### config.mk
export PLATFORM = sky130hd
export DESIGN_NAME = queue_from_two_stacks
export DESIGN_NICKNAME = d
export VERILOG_FILES = /design/src/sv/qts_pkg.sv /design/src/sv/queue_from_two_stacks.sv /design/src/sv/qts_ram.sv /design/src/sv/qts_front.sv /design/src/sv/qts_back.sv
export SDC_FILE = /design/constraint.sdc
export NUM_CORES = 1
export LEC_CHECK = 0
export BUFFER_PORTS_ARGS = -buffer_cell sky130_fd_sc_hd__buf_2
export CAP_MARGIN = 20
export CORE_UTILIZATION = 45
export CTS_BUF_LIST = sky130_fd_sc_hd__clkbuf_16
export CTS_CLUSTER_SIZE = 16
export DETAILED_ROUTE_END_ITERATION = 16
export SYNTH_ARGS = -nofsm -noshare
export SYNTH_HDL_FRONTEND = slang
export SYNTH_SLANG_ARGS = --single-unit
### constraint.sdc
create_clock -name aclk -period 4.9 [get_ports aclk]
set_input_delay 0.735 -clock aclk [delete_from_list [all_inputs] [get_ports aclk]]
set_output_delay 0.735 -clock aclk [all_outputs]
set_load 0.005 [all_outputs]
### src/sv/qts_pkg.sv
// ----------------------------------------------------------------------------
// Queue from two stacks: shared package
// Widths, operation and status codes, and the command and result records
// that pass between the front and back parts of the block.
// ----------------------------------------------------------------------------
`default_nettype none

package qts_pkg;

    localparam int DEPTH      = 16;
    localparam int DATA_WIDTH = 32;
    localparam int ADDR_W     = $clog2(DEPTH);
    localparam int FILL_W     = $clog2(DEPTH + 1);
    localparam int FUNC_W     = 2;
    localparam int STATUS_W   = 2;
    localparam int COUNT_W    = 6;
    localparam int LIMIT_W    = 5;

    localparam int IN_TDATA_W  = ((FUNC_W + DATA_WIDTH + 7) / 8) * 8;
    localparam int OUT_TDATA_W = ((STATUS_W + DATA_WIDTH + COUNT_W + 7) / 8) * 8;

    localparam int CMDQ_DEPTH = 2;
    localparam int CMDQ_PTR_W = $clog2(CMDQ_DEPTH);
    localparam int CMDQ_CNT_W = $clog2(CMDQ_DEPTH + 1);

    localparam int CFG_ADDR_W  = 3;
    localparam int CFG_DATA_W  = 32;
    localparam logic REG_STACK_LIMIT = 1'b0;
    localparam logic [LIMIT_W-1:0] LIMIT_RESET = LIMIT_W'(16);

    localparam logic [FUNC_W-1:0] FUNC_INSERT = 2'd0;
    localparam logic [FUNC_W-1:0] FUNC_REMOVE = 2'd1;
    localparam logic [FUNC_W-1:0] FUNC_SIZE   = 2'd2;

    localparam logic [STATUS_W-1:0] STATUS_OK        = 2'd0;
    localparam logic [STATUS_W-1:0] STATUS_OVERFLOW  = 2'd1;
    localparam logic [STATUS_W-1:0] STATUS_UNDERFLOW = 2'd2;

    typedef enum logic [1:0] {
        OP_INSERT = 2'd0,
        OP_REMOVE = 2'd1,
        OP_SIZE   = 2'd2
    } op_t;

    typedef struct packed {
        op_t                   op;
        logic [DATA_WIDTH-1:0] value;
    } cmd_t;

    typedef struct packed {
        logic [COUNT_W-1:0]    count;
        logic [DATA_WIDTH-1:0] value;
        logic [STATUS_W-1:0]   status;
    } result_t;

endpackage

`default_nettype wire

### src/sv/queue_from_two_stacks.sv
// ----------------------------------------------------------------------------
// Queue from two stacks: top level
// A first-in first-out queue of 32-bit elements built from two bounded
// stacks, with insert, remove and size query operations.
//
// Each input transaction on s_t* carries func in s_tdata[1:0] and value_in
// in s_tdata[33:2]. Each one yields exactly one output transaction on m_t*
// with status in m_tdata[1:0], value_out in m_tdata[33:2] and the combined
// element count in m_tdata[39:34]. The APB register at byte address 0 holds
// stack_limit, the most elements the insertion stack may hold.
// Inserts, failed operations and size queries pass through the command
// queue and the result register; a successful remove also passes through
// the pop state, which reads the deletion store. An operation that first
// moves n elements across moves one element per cycle through the
// insertion store read port. The block takes one operation per cycle while
// results are accepted and no remove or transfer runs. Reset empties both
// stacks and sets stack_limit to 16. A stalled receiver holds the result
// register; a two-entry command queue keeps accepting until it fills.
// ----------------------------------------------------------------------------
`default_nettype none

module queue_from_two_stacks (
    input  wire logic                            aclk,
    input  wire logic                            aresetn,
    // Fields from bit 0: func, value_in.
    input  wire logic [qts_pkg::IN_TDATA_W-1:0]  s_tdata,
    input  wire logic                            s_tvalid,
    output logic                                 s_tready,
    // Fields from bit 0: status, value_out, count.
    output logic      [qts_pkg::OUT_TDATA_W-1:0] m_tdata,
    output logic                                 m_tvalid,
    input  wire logic                            m_tready,
    input  wire logic                            psel,
    input  wire logic                            penable,
    input  wire logic                            pwrite,
    input  wire logic [qts_pkg::CFG_ADDR_W-1:0]  paddr,
    input  wire logic [qts_pkg::CFG_DATA_W-1:0]  pwdata,
    output logic      [qts_pkg::CFG_DATA_W-1:0]  prdata,
    output logic                                 pready
);

    logic [qts_pkg::LIMIT_W-1:0] limit_reg, limit_next;
    logic                        reg_sel;
    logic                        cmd_valid;
    logic                        cmd_ready;
    qts_pkg::cmd_t               cmd;
    qts_pkg::result_t            res;

    assign pready  = 1'b1;
    assign reg_sel = (paddr[qts_pkg::CFG_ADDR_W-1] == qts_pkg::REG_STACK_LIMIT);
    assign prdata  = reg_sel ? qts_pkg::CFG_DATA_W'(limit_reg) : '0;

    always_comb begin
        limit_next = limit_reg;
        if (psel && penable && pwrite && pready && reg_sel) begin
            limit_next = pwdata[qts_pkg::LIMIT_W-1:0];
        end
    end

    always_ff @(posedge aclk) begin
        if (!aresetn) begin
            limit_reg <= qts_pkg::LIMIT_RESET;
        end else begin
            limit_reg <= limit_next;
        end
    end

    qts_front u_front (
        .aclk      (aclk),
        .aresetn   (aresetn),
        .s_tvalid  (s_tvalid),
        .s_tready  (s_tready),
        .s_tdata   (s_tdata),
        .cmd_valid (cmd_valid),
        .cmd_ready (cmd_ready),
        .cmd       (cmd)
    );

    qts_back u_back (
        .aclk        (aclk),
        .aresetn     (aresetn),
        .stack_limit (limit_reg),
        .cmd_valid   (cmd_valid),
        .cmd_ready   (cmd_ready),
        .cmd         (cmd),
        .res_valid   (m_tvalid),
        .res_ready   (m_tready),
        .res         (res)
    );

    assign m_tdata = qts_pkg::OUT_TDATA_W'(res);

endmodule

`default_nettype wire

### src/sv/qts_ram.sv
// ----------------------------------------------------------------------------
// Generic RAM
// One write port and one read port with registered read data.
// ----------------------------------------------------------------------------
`default_nettype none

module qts_ram #(
    parameter int WIDTH = 32,
    parameter int DEPTH = 16
) (
    input  wire logic                     aclk,
    input  wire logic                     we,
    input  wire logic [$clog2(DEPTH)-1:0] waddr,
    input  wire logic [WIDTH-1:0]         wdata,
    input  wire logic [$clog2(DEPTH)-1:0] raddr,
    output logic      [WIDTH-1:0]         rdata
);

    logic [WIDTH-1:0] mem [DEPTH];

    always_ff @(posedge aclk) begin
        if (we) begin
            mem[waddr] <= wdata;
        end
        rdata <= mem[raddr];
    end

endmodule

`default_nettype wire

### src/sv/qts_front.sv
// ----------------------------------------------------------------------------
// Queue from two stacks: front part
// Accepts input transactions, decodes the operation and holds the commands
// in a two-entry queue until the back part takes them.
// ----------------------------------------------------------------------------
`default_nettype none

module qts_front (
    input  wire logic                           aclk,
    input  wire logic                           aresetn,
    input  wire logic                           s_tvalid,
    output logic                                s_tready,
    input  wire logic [qts_pkg::IN_TDATA_W-1:0] s_tdata,
    output logic                                cmd_valid,
    input  wire logic                           cmd_ready,
    output qts_pkg::cmd_t                       cmd
);

    qts_pkg::cmd_t                      entry_reg [qts_pkg::CMDQ_DEPTH];
    logic [qts_pkg::CMDQ_PTR_W-1:0]     wr_ptr_reg, wr_ptr_next;
    logic [qts_pkg::CMDQ_PTR_W-1:0]     rd_ptr_reg, rd_ptr_next;
    logic [qts_pkg::CMDQ_CNT_W-1:0]     cnt_reg, cnt_next;
    logic                               push, pop;
    logic [qts_pkg::FUNC_W-1:0]         func;
    qts_pkg::cmd_t                      decoded;

    assign func = s_tdata[qts_pkg::FUNC_W-1:0];

    always_comb begin
        decoded.value = s_tdata[qts_pkg::FUNC_W +: qts_pkg::DATA_WIDTH];
        case (func)
            qts_pkg::FUNC_INSERT: decoded.op = qts_pkg::OP_INSERT;
            qts_pkg::FUNC_REMOVE: decoded.op = qts_pkg::OP_REMOVE;
            default:              decoded.op = qts_pkg::OP_SIZE;
        endcase
    end

    assign s_tready  = (cnt_reg != qts_pkg::CMDQ_CNT_W'(qts_pkg::CMDQ_DEPTH));
    assign cmd_valid = (cnt_reg != '0);
    assign cmd       = entry_reg[rd_ptr_reg];
    assign push      = s_tvalid && s_tready;
    assign pop       = cmd_valid && cmd_ready;

    always_comb begin
        wr_ptr_next = push ? wr_ptr_reg + 1'b1 : wr_ptr_reg;
        rd_ptr_next = pop ? rd_ptr_reg + 1'b1 : rd_ptr_reg;
        cnt_next    = cnt_reg;
        if (push && !pop) begin
            cnt_next = cnt_reg + 1'b1;
        end else if (pop && !push) begin
            cnt_next = cnt_reg - 1'b1;
        end
    end

    always_ff @(posedge aclk) begin
        if (!aresetn) begin
            wr_ptr_reg <= '0;
            rd_ptr_reg <= '0;
            cnt_reg    <= '0;
        end else begin
            wr_ptr_reg <= wr_ptr_next;
            rd_ptr_reg <= rd_ptr_next;
            cnt_reg    <= cnt_next;
        end
    end

    always_ff @(posedge aclk) begin
        if (push) begin
            entry_reg[wr_ptr_reg] <= decoded;
        end
    end

endmodule

`default_nettype wire

### src/sv/qts_back.sv
// ----------------------------------------------------------------------------
// Queue from two stacks: back part
// Executes commands on the insertion and deletion stores, runs the element
// transfer between them and holds the result register of the output side.
// ----------------------------------------------------------------------------
`default_nettype none

module qts_back (
    input  wire logic                        aclk,
    input  wire logic                        aresetn,
    input  wire logic [qts_pkg::LIMIT_W-1:0] stack_limit,
    input  wire logic                        cmd_valid,
    output logic                             cmd_ready,
    input  wire qts_pkg::cmd_t               cmd,
    output logic                             res_valid,
    input  wire logic                        res_ready,
    output qts_pkg::result_t                 res
);

    typedef enum logic [2:0] {
        ST_IDLE = 3'b001,
        ST_XFER = 3'b010,
        ST_POP  = 3'b100
    } state_t;

    state_t                              state_reg, state_next;
    logic [qts_pkg::FILL_W-1:0]          ifill_reg, ifill_next;
    logic [qts_pkg::FILL_W-1:0]          dfill_reg, dfill_next;
    logic [qts_pkg::FILL_W-1:0]          rd_cnt_reg, rd_cnt_next;
    logic                                pend_reg, pend_next;
    logic [qts_pkg::ADDR_W-1:0]          widx_reg, widx_next;
    logic                                res_valid_reg, res_valid_next;
    qts_pkg::op_t                        op_reg, op_next;
    logic [qts_pkg::DATA_WIDTH-1:0]      value_reg, value_next;
    qts_pkg::result_t                    res_reg, res_next;

    logic [qts_pkg::FILL_W-1:0]          lim;
    logic                                take;
    logic [qts_pkg::FILL_W-1:0]          ins_top;
    logic [qts_pkg::FILL_W-1:0]          del_top;

    logic                                ins_we;
    logic [qts_pkg::ADDR_W-1:0]          ins_waddr, ins_raddr;
    logic [qts_pkg::DATA_WIDTH-1:0]      ins_wdata, ins_rdata;
    logic                                del_we;
    logic [qts_pkg::ADDR_W-1:0]          del_waddr, del_raddr;
    logic [qts_pkg::DATA_WIDTH-1:0]      del_wdata, del_rdata;

    qts_ram #(
        .WIDTH (qts_pkg::DATA_WIDTH),
        .DEPTH (qts_pkg::DEPTH)
    ) u_ins_ram (
        .aclk  (aclk),
        .we    (ins_we),
        .waddr (ins_waddr),
        .wdata (ins_wdata),
        .raddr (ins_raddr),
        .rdata (ins_rdata)
    );

    qts_ram #(
        .WIDTH (qts_pkg::DATA_WIDTH),
        .DEPTH (qts_pkg::DEPTH)
    ) u_del_ram (
        .aclk  (aclk),
        .we    (del_we),
        .waddr (del_waddr),
        .wdata (del_wdata),
        .raddr (del_raddr),
        .rdata (del_rdata)
    );

    always_comb begin
        if (stack_limit == '0) begin
            lim = qts_pkg::FILL_W'(1);
        end else if (int'(stack_limit) > qts_pkg::DEPTH) begin
            lim = qts_pkg::FILL_W'(qts_pkg::DEPTH);
        end else begin
            lim = qts_pkg::FILL_W'(stack_limit);
        end
    end

    assign cmd_ready = (state_reg == ST_IDLE) && (!res_valid_reg || res_ready);
    assign take      = cmd_valid && cmd_ready;
    assign res_valid = res_valid_reg;
    assign res       = res_reg;
    assign ins_top   = ifill_reg - qts_pkg::FILL_W'(1) - rd_cnt_reg;
    assign del_top   = dfill_reg - qts_pkg::FILL_W'(1);

    always_comb begin
        state_next     = state_reg;
        ifill_next     = ifill_reg;
        dfill_next     = dfill_reg;
        rd_cnt_next    = rd_cnt_reg;
        pend_next      = 1'b0;
        widx_next      = widx_reg;
        op_next        = op_reg;
        value_next     = value_reg;
        res_next       = res_reg;
        res_valid_next = res_valid_reg && !res_ready;

        ins_we    = 1'b0;
        ins_waddr = ifill_reg[qts_pkg::ADDR_W-1:0];
        ins_wdata = cmd.value;
        ins_raddr = ins_top[qts_pkg::ADDR_W-1:0];
        del_we    = pend_reg;
        del_waddr = widx_reg;
        del_wdata = ins_rdata;
        del_raddr = del_top[qts_pkg::ADDR_W-1:0];

        case (state_reg)
            ST_IDLE: begin
                if (take) begin
                    res_next.status = qts_pkg::STATUS_OK;
                    res_next.value  = '0;
                    res_next.count  = qts_pkg::COUNT_W'(ifill_reg)
                                    + qts_pkg::COUNT_W'(dfill_reg);
                    case (cmd.op)
                        qts_pkg::OP_INSERT: begin
                            if (ifill_reg >= lim) begin
                                if (dfill_reg == '0) begin
                                    op_next     = qts_pkg::OP_INSERT;
                                    value_next  = cmd.value;
                                    rd_cnt_next = '0;
                                    state_next  = ST_XFER;
                                end else begin
                                    res_next.status = qts_pkg::STATUS_OVERFLOW;
                                    res_valid_next  = 1'b1;
                                end
                            end else begin
                                ins_we         = 1'b1;
                                ifill_next     = ifill_reg + qts_pkg::FILL_W'(1);
                                res_next.count = qts_pkg::COUNT_W'(ifill_reg)
                                               + qts_pkg::COUNT_W'(dfill_reg)
                                               + qts_pkg::COUNT_W'(1);
                                res_valid_next = 1'b1;
                            end
                        end
                        qts_pkg::OP_REMOVE: begin
                            if (ifill_reg == '0 && dfill_reg == '0) begin
                                res_next.status = qts_pkg::STATUS_UNDERFLOW;
                                res_valid_next  = 1'b1;
                            end else if (dfill_reg == '0) begin
                                op_next     = qts_pkg::OP_REMOVE;
                                rd_cnt_next = '0;
                                state_next  = ST_XFER;
                            end else begin
                                dfill_next = del_top;
                                state_next = ST_POP;
                            end
                        end
                        default: begin
                            res_valid_next = 1'b1;
                        end
                    endcase
                end
            end
            ST_XFER: begin
                if (rd_cnt_reg < ifill_reg) begin
                    rd_cnt_next = rd_cnt_reg + qts_pkg::FILL_W'(1);
                    pend_next   = 1'b1;
                    widx_next   = rd_cnt_reg[qts_pkg::ADDR_W-1:0];
                end else if (!pend_reg) begin
                    if (op_reg == qts_pkg::OP_INSERT) begin
                        ins_we          = 1'b1;
                        ins_waddr       = '0;
                        ins_wdata       = value_reg;
                        ifill_next      = qts_pkg::FILL_W'(1);
                        dfill_next      = ifill_reg;
                        res_next.status = qts_pkg::STATUS_OK;
                        res_next.value  = '0;
                        res_next.count  = qts_pkg::COUNT_W'(ifill_reg)
                                        + qts_pkg::COUNT_W'(1);
                        res_valid_next  = 1'b1;
                        state_next      = ST_IDLE;
                    end else begin
                        del_raddr  = ifill_reg[qts_pkg::ADDR_W-1:0] - qts_pkg::ADDR_W'(1);
                        dfill_next = ifill_reg - qts_pkg::FILL_W'(1);
                        ifill_next = '0;
                        state_next = ST_POP;
                    end
                end
            end
            ST_POP: begin
                res_next.status = qts_pkg::STATUS_OK;
                res_next.value  = del_rdata;
                res_next.count  = qts_pkg::COUNT_W'(ifill_reg)
                                + qts_pkg::COUNT_W'(dfill_reg);
                res_valid_next  = 1'b1;
                state_next      = ST_IDLE;
            end
            default: begin
                state_next = ST_IDLE;
            end
        endcase
    end

    always_ff @(posedge aclk) begin
        if (!aresetn) begin
            state_reg     <= ST_IDLE;
            ifill_reg     <= '0;
            dfill_reg     <= '0;
            rd_cnt_reg    <= '0;
            pend_reg      <= 1'b0;
            res_valid_reg <= 1'b0;
        end else begin
            state_reg     <= state_next;
            ifill_reg     <= ifill_next;
            dfill_reg     <= dfill_next;
            rd_cnt_reg    <= rd_cnt_next;
            pend_reg      <= pend_next;
            res_valid_reg <= res_valid_next;
        end
    end

    always_ff @(posedge aclk) begin
        widx_reg  <= widx_next;
        op_reg    <= op_next;
        value_reg <= value_next;
        res_reg   <= res_next;
    end

endmodule

`default_nettype wire

Word level (Yosys, flattened, before mapping) --
Memory sizes are Yosys's and may differ from the RTL's. A register that Yosys moved wholly into a read port is not among the register bits. Cells that the tools add are included.
Storage, ports and cells: bits in registers 107, bits in writable memories 1092, input bits 82, output and inout bits 75, memories 3
Operators by class: add/subtract/negate cells 13, order comparisons 3, equal/unequal tests 24, multiplexer cells 91, bitwise operators 1, reductions and logical operators 35
Memories:
- u_back.u_del_ram.mem | depth 16, bits a word 32, read ports 1, clocked after Yosys merged registers in 1, wr ports 1, line qts_ram.sv:19 | logic [WIDTH-1:0] mem [DEPTH];
- u_back.u_ins_ram.mem | depth 16, bits a word 32, read ports 1, clocked after Yosys merged registers in 1, wr ports 1, line qts_ram.sv:19
- u_front.entry_reg | depth 2, bits a word 34, read ports 1, clocked after Yosys merged registers in 1, wr ports 1, line qts_front.sv:19 | qts_pkg::cmd_t entry_reg [qts_pkg::CMDQ_DEPTH];
Operators with widths (count):
- $mux W40 | 4
- $mux W32 | 4
- $pmux W40 S3 | 1
- $mux W5 | 20
- $pmux W5 S2 | 4
- $mux W4 | 8
- $mux W1 | 24
- $mux W3 | 8
- $reduce_and A7 Y1 | 3
- $ne A2 B2 Y1 const B | 10
- $mux W2 | 8
- $logic_not A5 Y1 | 3
- $mux W6 | 2
- $ne A3 B3 Y1 const B | 4
- $pmux W2 S2 | 3
- $pmux W3 S2 | 2
- $reduce_and A6 Y1 | 2
- $add A5 B1 Y5 const B | 2
- $logic_and A1 B1 Y1 | 10
- $ne A2 B1 Y1 const B | 5
- $reduce_and A5 Y1 | 2
- $sub A5 B1 Y5 const B | 2
- $reduce_bool A2 Y1 | 4
- $add A5 B1 Y6 const B | 1
- other kinds (22) | 31

Depth between registers and ports, before layout --
Gate-level depths: netlist of run 1.
depth in word-level cells 10, depth in mapped cells 14, depth with buffers taken out 12

By module --
From an unflattened synthesis of run 1, not the netlist that was laid out.
Unflattened totals: cell total of the unflattened synthesis 2308, area total of the unflattened synthesis 48019.8 sq um
Modules (own cells, without submodules):
- qts_ram (u_back.u_del_ram) | instances 1, cells each 838, area each 19854.0 sq um, sequential area each 16015.4 sq um
- qts_ram (u_back.u_ins_ram) | instances 1, cells each 838, area each 19835.3 sq um, sequential area each 16015.4 sq um
- qts_back | instances 1, cells each 442, area each 5148.7 sq um, sequential area each 2712.6 sq um
- qts_front | instances 1, cells each 132, area each 2702.6 sq um, sequential area each 2142.1 sq um
- queue_from_two_stacks | instances 1, cells each 58, area each 479.2 sq um, sequential area each 100.1 sq um

Worst setup path before layout of run 1 --
No wires, ideal clock.
kind register to register, start register u_back.ifill_reg[3] in the netlist's numbering, end memory u_back.u_ins_ram.mem[10][0] (enable), library setup time 0.421 ns, arrival 3.705 ns, path slack 0.774 ns, stages on the path, launching flop included 11, period minus slack after synthesis 4.126 ns, path through dfxtp_1 clkbuf_1 inv_2 ha_1 a21o_1 a21oi_2 a21oi_1 nand2_1 clkbuf_1 nand3_1 nor2_1
On the way: cells in the longest elaborated chain, start to end 7, elaborated cells on any way between the ends 13, classes of those cells 2 x order compare; 11 x mux
Ends and longest elaborated chain:
- from (decl) | line qts_back.sv:27 | logic [qts_pkg::FILL_W-1:0] ifill_reg, ifill_next;
- from (signal assigned) | line qts_back.sv:208 | ifill_reg <= ifill_next;
- $ge A5 B5 Y1 | line qts_back.sv:120 | if (ifill_reg >= lim) begin
- $mux W1 | line qts_back.sv:120
- $mux W1 | line qts_back.sv:118 | case (cmd.op)
- $mux W1 | line qts_back.sv:113 | if (take) begin
- $pmux W1 S2 | line qts_back.sv:111 | case (state_reg)
- $mux W1 | line qts_ram.sv:22 | if (we) begin
- $mux W1 (not written as such) | line qts_ram.sv:23 | mem[waddr] <= wdata;
- to (decl) | line qts_ram.sv:19
Several ways; a longest one is shown, not always the timed one.

Worst setup path in the final report of run 1 --
start register u_back.ifill_reg[3] in the netlist's numbering, end memory u_back.u_ins_ram.mem[0][22] (enable)
The elaborated chain is that of the path after synthesis.

==> reports/qor.yml, run 1 <==
status:
  status: "finished clean"
power:
  clkPwrFrac_pct: 34.1
  comb_power_share_pct: 15.6
  internal_power_mw: 20.8
  ir_drop_mv: 0.406
  leakage_nw: 18.7
  p_switching_mw: 7.55
  p_seq_share_pct: 50.3
  switching_share_pct: 26.7
  powerDensity_mw_per_mm2: 510
global_route:
  grt_use_total_pct: 20.1
  met1_usage_pct: 26.6
  met3_usage_pct: 2.89
  top_usage_layer: "met2"
  overflow: 0
  grt_pass1_wl_mm: 163
  grt_max_degree: 128
  grt_use_met2_pct: 34.3
  antenna_found_initial: 9
  grt_pass1_vias: 26600
sta:
  drv_slew: 0
  hold_violations: 0
  fin_crit_sh_pct: 84.7
  finClkSkew_ns: 0.0318
  min_period_ns: 4.15
  worst_pin_slew_ns: 1.10
  slew_headroom_pct: 26.4
  rsz0062_at_grt: "no"
  fmax_ghz: 0.241
  finalSetupTns_ns: 0
  setup_viol: 0
  worst_slack_ns: 0.751
cts:
  cts-buffers-inserted: 133
  clk_latency_ns: 0.73
  cts_tree: "done"
  post_cts_buffers: 0
  ctsResizeCount: 0
  clk_pin_slew_ns: 0.06
  ctsHoldBuffers: 0
  ctsHtreeMaxLevel: 4
  cts_root_buf: "clkbuf_16"
  clkSinkCount: 1263
  clk_path_buf_depth: 3
critical_path:
  cp_top_family: "compound AO/OA/AOI/OAI gates"
  critPathBufInv: 2
  rrSetupSlack_ns: 0.75
  startpoint_type: "flip-flop"
  cp_cell_sequence: "inv_2 > ha_1 > a21o_1 > a21oi_2 > a21oi_1 > o22ai_1 > nor2_1 > a32oi_1 > nor2_4 > buf_4"
  timing.rr.start: "u_back.ifill_reg[3]"
  worstSetupStartpoint: "u_back.ifill_reg[3]"
  worst_path_max_delay_cell: "a32oi_1"
  crit_path_max_incr_delay_ns: 0.81
  end_kind: "flip-flop"
  worstPathMaxFanout: 32
  r2r_cells: 10
  criticalPathCategory: "flip-flop to flip-flop"
  required_ns: 5.29
  arrival_ns: 4.54
  r2r_end: "u_back.u_ins_ram.mem[0][22]"
synthesis:
  synthFlopType: "edfxtp_1"
  async_reset_ff_share_pct: 0
  ys_types: 63
  ys_seq_area_share_pct: 75.9
  ys_ff_latch: 1263
  synth_area_leaders: "edfxtp_1, mux4_2, nand2_1"
  synth_top_cell_by_area: "edfxtp_1"
  syn_avg_cell_area_um2: 16.2
  syn-instance-count: 3014
  syn_area_mm2: 0.0487
  ys.warnings.count: 0
  yosysTopAreaCellShare_pct: 72.1
  synth_edf_count: 1169
route:
  vias: 26200
  drt-wirelength-per-cell_um: 23.3
  antenna_left: 0
  drtIter0Drc: 2649
  avgViaCountPerCell: 5.61
  dr.pass1.iters: 6
  drc: 0
  totalWireLength_mm: 109
die:
  initial_core_util_pct: 45.4
  ios: 157
  dieWidth_um: 331
  rows: 120
  die_h_um: 331
  core_mm2: 0.107
  die_area_mm2: 0.110
placement:
  place_ws_ns: 0.858
  dp_hpwl_mm: 60.3
  globalplace.congestion: 0.790
  port_buffers: 93
hold_path:
  min-delay-start: "s_tdata[12]"
  min_to: "u_front.entry_reg[1][10]"
  whs_path_depth: 1
  hold_path.class: "input pin to flip-flop"
cells_and_area:
  drive_gt1_share_pct: 18.6
  area_growth_pct: 14.1
  nNetsFinal: 3267
  diodes: 0
flow_run:
  maxCapViolCount: 0
[cell type report]
type	count	area (um2)
Fill cell	8609	51600
Sequential cell	1263	37000
Tap cell	1403	1760
Clock inverter	103	783
Clock buffer	138	3450
Timing Repair Buffer	177	1350
Multi-Input combinational cell	1561	11200
Inverter	22	82.6
[power by group through the flow]
stage               clock, mW  sequential, mW  combinational [mW]
finish                   9.67            14.2                4.41
global route             10.3            14.4                4.77
CTS                      9.85            14.3                4.46
detailed placement          0            14.5                4.45
global placement            0            14.4                4.38
floorplan                   0            14.2                2.67
[per-stage QoR]
stage / power (mW) / util (%) / instances / instance area, um2 / hold WS [ns]
finish: 28.3 / 51.8 / 4667 / 55600 / 0.197
global route: 29.4 / 51.8 / 4667 / 55600 / 0.162
CTS: 28.6 / 51.8 / 4666 / 55500 / 0.152
detailed placement: 18.9 / 47.9 / 4425 / 51300 / 0.478
global placement: 18.8 / 47.9 / 4425 / 51300 / 0.476
floorplan: 16.9 / - / 3040 / 48800 / 0.447
[Yosys cell counts, types with 34 or more instances]
cell / count
nand4_1: 38
mux4_2: 128
a32oi_1: 34
and2_1: 35
edfxtp_1: 1169
mux2i_1: 44
nand2_1: 540
a31oi_1: 34
dfxtp_1: 94
clkbuf_1: 95
and3_1: 34
buf_2: 42
mux2_2: 67
a211oi_1: 34
nor2_1: 72
buf_4: 39
nand3_1: 292
[per-layer routing]
layer	wire [um]	share of wire, %
met5	0	0
met2	54700	50
met1	45700	42
met3	5640	5.2
met4	2490	2.3
[worst reg2reg max path: cells and delay by family, from the launching register on]
| family | cells | cell delay [ns] |
|---|---|---|
| AOI/OAI and AO/OA | 5 | 2.09 |
| adders and majority gates | 1 | 0.34 |
| buffers and inverters | 2 | 0.51 |
| DFF | 1 | 0.57 |
| and+or+nand+nor | 2 | 0.28 |
[cells by family (layout without fill, tap and decap cells)]
| logic type | after synthesis | in the layout | share of synthesized area [%] |
|---|---|---|---|
| buffers and inverters | 216 | 440 | 2.12 |
| flip-flops | 1263 | 1263 | 75.9 |
| XOR/XNOR | 21 | 21 | 0.378 |
| adder cells (fa/ha/maj) | 27 | 27 | 0.724 |
| AND/OR/NAND/NOR | 1062 | 1062 | 9.78 |
| AO/OA/AOI/OAI | 183 | 183 | 2.64 |
| other | 2 | 28 | 0.0154 |
| multiplexers | 240 | 240 | 8.40 |
[worst max-delay path by stage]
stage                                             end  cells past startpoint
after global routing      u_back.u_ins_ram.mem[0][22]                     10
after detailed placement  u_back.u_ins_ram.mem[0][22]                     10
final                     u_back.u_ins_ram.mem[0][22]                     10
after CTS                 u_back.u_ins_ram.mem[0][22]                     10
after global placement      u_back.u_del_ram.rdata[9]                     11
after floorplan           u_back.u_ins_ram.mem[10][0]                     10
[cell usage in the layout (no fill, tap or decap), types with 39 or more instances in the layout]
cell type,Yosys,layout
mux4_2,128,128
nor2_1,72,39
buf_4,39,64
buf_2,42,93
inv_1,20,57
edfxtp_1,1169,1169
clkbuf_16,0,138
mux2_2,67,66
dfxtp_1,94,93
nand3_1,292,292
nand2_1,540,539
mux2i_1,44,41
Note: power is estimated with default switching activity, not from simulation.
==> inputs of run 2 (changes only) <==
Clock period 4.9 ns to 4.1 ns, I/O delays scaled along.
==> run 2 against run 1 <==
  * Clock-buffer cell count fell by 3
  * Via count rose by 0.70%
  * Clock power rose by 12%
  * Die area did not move
  * Fmax rose by 15%
  * Sequential power rose by 20%
  * Global-route usage rose by 0.34 points
  * Final area barely moved
  * Flip-flop and latch count did not move
  * Highest routed layer unchanged
==> reports/qor.yml, run 2 (same netlist as run 1, synthesis figures left out) <==
cts:
  ctsResizeCount: 0  # unchanged
  cts_root_buf: "clkbuf_16"  # unchanged
  post_cts_buffers: 0  # unchanged
  clk_path_buf_depth: 3  # unchanged
  clk_pin_slew_ns: 0.06  # about the same
  ctsHoldBuffers: 0  # unchanged
  cts_tree: "done"  # unchanged
  clkSinkCount: 1263  # unchanged
  clk_latency_ns: 0.73  # about the same
  ctsHtreeMaxLevel: 4  # unchanged
  cts-buffers-inserted: 130  # was 133
die:
  core_mm2: 0.107  # unchanged
  dieWidth_um: 331  # unchanged
  die_h_um: 331  # unchanged
  ios: 157  # unchanged
  die_area_mm2: 0.110  # unchanged
  initial_core_util_pct: 45.4  # unchanged
  rows: 120  # unchanged
cells_and_area:
  drive_gt1_share_pct: 18.9  # was 18.6%
  post_layout_nonfiller_instances: 4688  # was 4667
  mostFrequentLayoutCells: "edfxtp_1, nand2_1, nand3_1"  # unchanged
  regArea_mm2: 0.0370  # unchanged
  layout_commonest_cell: "edfxtp_1"  # unchanged
  nNetsFinal: 3288  # was 3267
  multi_input_area_mm2: 0.0112  # about the same
  nFillCells: 8636  # was 8609
  area_growth_pct: 14.2  # was 14.1%
route:
  antenna_left: 0  # unchanged
  totalWireLength_mm: 111  # was 109 mm
  drt-wirelength-per-cell_um: 23.6  # was 23.3 um
  vias: 26300  # was 26.2k
  drc: 0  # unchanged
  drtIter0Drc: 2490  # was 2649
  dr.pass1.iters: 5  # was 6
  avgViaCountPerCell: 5.62  # was 5.61
critical_path:
  crit_path_max_incr_delay_ns: 0.75  # was 0.81 ns
  cp_top_family: "XOR/XNOR gates"  # was compound AO/OA/AOI/OAI gates
  criticalPathCategory: "flip-flop to flip-flop"  # unchanged
  worst_path_max_delay_cell: "xnor2_2"  # was a32oi_1
  required_ns: 4.64  # was 5.29 ns
  worstPathMaxFanout: 11  # was 32
  startpoint_type: "flip-flop"  # unchanged
  crit_top_cell: "ha_1"
  critPathBufInv: 2  # unchanged
  arrival_ns: 4.15  # was 4.54 ns
  end_kind: "flip-flop"  # unchanged
  cp_cell_sequence: "inv_1 > ha_1 > xor2_1 > ha_1 > a21oi_1 > xnor2_2 > buf_4 > a211oi_1 > a31oi_1"  # was inv_2 > ha_1 > a21o_1 > a21oi_2 > a21oi_1 > o22ai_1 > nor2_1 > a32oi_1 > nor2_4 > buf_4
placement:
  globalplace.congestion: 0.794  # was 0.790
  dp_hpwl_mm: 60.9  # was 60.3 mm
  dp_cells: 4449  # was 4425
  port_buffers: 93  # unchanged
  place_ws_ns: 0.548  # was 0.858 ns
global_route:
  grt_pass1_wl_mm: 165  # was 163 mm
  antenna_found_initial: 3  # was 9
  grt_max_degree: 95  # was 128
  grt_pass1_vias: 26800  # was 26.6k
  grt_use_total_pct: 20.5  # was 20.1%
  overflow: 0  # unchanged
power:
  p_total_mw: 33.1  # was 28.3 mW
  p_switching_mw: 8.89  # was 7.55 mW
  powerDensity_mw_per_mm2: 595  # was 510 mW/mm2
  internal_power_mw: 24.2  # was 20.8 mW
  leakage_nw: 18.8  # was 18.7 nW
  ir_drop_mv: 0.404  # was 0.406 mV
  switching_share_pct: 26.9  # was 26.7%
  comb_power_share_pct: 15.6  # about the same
  p_seq_share_pct: 51.8  # was 50.3%
  clkPwrFrac_pct: 32.6  # was 34.1%
sta:
  fmax_ghz: 0.277  # was 0.241 GHz
  drv_slew: 0  # unchanged
  finClkSkew_ns: 0.0277  # was 0.0318 ns
  setup_viol: 0  # unchanged
  rsz0062_at_grt: "no"  # unchanged
  holdWs_ns: 0.0744  # was 0.197 ns
  worst_slack_ns: 0.493  # was 0.751 ns
  worst_pin_slew_ns: 0.999  # was 1.10 ns
  hold_violations: 0  # unchanged
  fin_crit_sh_pct: 88.0  # was 84.7%
  min_period_ns: 3.61  # was 4.15 ns
  slew_headroom_pct: 33.4  # was 26.4%
status:
  status: "finished clean"  # unchanged
flow_run:
  maxCapViolCount: 0  # unchanged
hold_path:
  hold_path.class: "input pin to flip-flop"  # unchanged
[run 2: cell types whose count changed in the layout (fill, tap and decap cells not counted), moves of 2 or more]
cell and change:
buf_12 +15, clkbuf_16 -3, bufinv_16 -10, clkinv_2 +2
inv_1 +7, buf_4 +9
[run 2: stage by stage]
stage          instance area, um2  utilization (%)  setup TNS (ns)
2_1_floorplan               48800                -           -7.03
3_3_place_gp                51700             48.2               0
3_5_place_dp                51700             48.2               0
4_1_cts                     55600             51.9               0
5_1_grt                     55600             51.9               0
6_report                    55600             51.9               0
[run 2: worst reg2reg max path, delay by kind of cell (launching register included)]
family / cells / cell delay [ns]
buffers and inverters: 2 / 0.56
flip-flops: 1 / 0.31
XOR/XNOR: 2 / 1.07
AO/OA/AOI/OAI: 3 / 0.82
adder cells (fa/ha/maj): 2 / 0.66
[run 2: final cells by class]
cell class	count	share of cell area, %
timing repair buffer	201	3.08
sequential	1263	66.5
multi-input combinational	1561	20.1
inverter	22	0.148
tap	1403	3.16
clock inverter	102	0.967
antenna	1	0.00450
clock buffer	135	6.07
[run 2: routing by layer]
layer / GRT usage, % / vias up / routed length [um]
li1: - / 11800 / -
met1: 27.6 / 13600 / 47100
met2: 34.1 / 819 / 55000
met3: 3.23 / 170 / 6270
met4: 6.59 / 0 / 2580
met5: 0 / - / 0
[run 2: worst paths after layout]
kind              slack [ns]                 from                    endpoint  depth (start not counted)
setup / recovery        0.49  u_back.ifill_reg[0]  u_back.u_ins_ram.rdata[12]                          9
hold / removal          0.07          s_tdata[28]    u_front.entry_reg[0][26]                          1
setup reg to reg        0.49  u_back.ifill_reg[0]  u_back.u_ins_ram.rdata[12]                          9
hold reg to reg         0.51   u_front.rd_ptr_reg          u_front.rd_ptr_reg                          2
[run 2: power groups by stage]
stage                     registers (mW)  clock network [mW]  logic [mW]
after detailed placement            17.4                   0        5.23
after global placement              17.3                   0        5.11
after floorplan                     17.0                   0        3.19
after global routing                17.3                11.5        5.63
after CTS                           17.1                11.0        5.25
final                               17.1                10.8        5.17
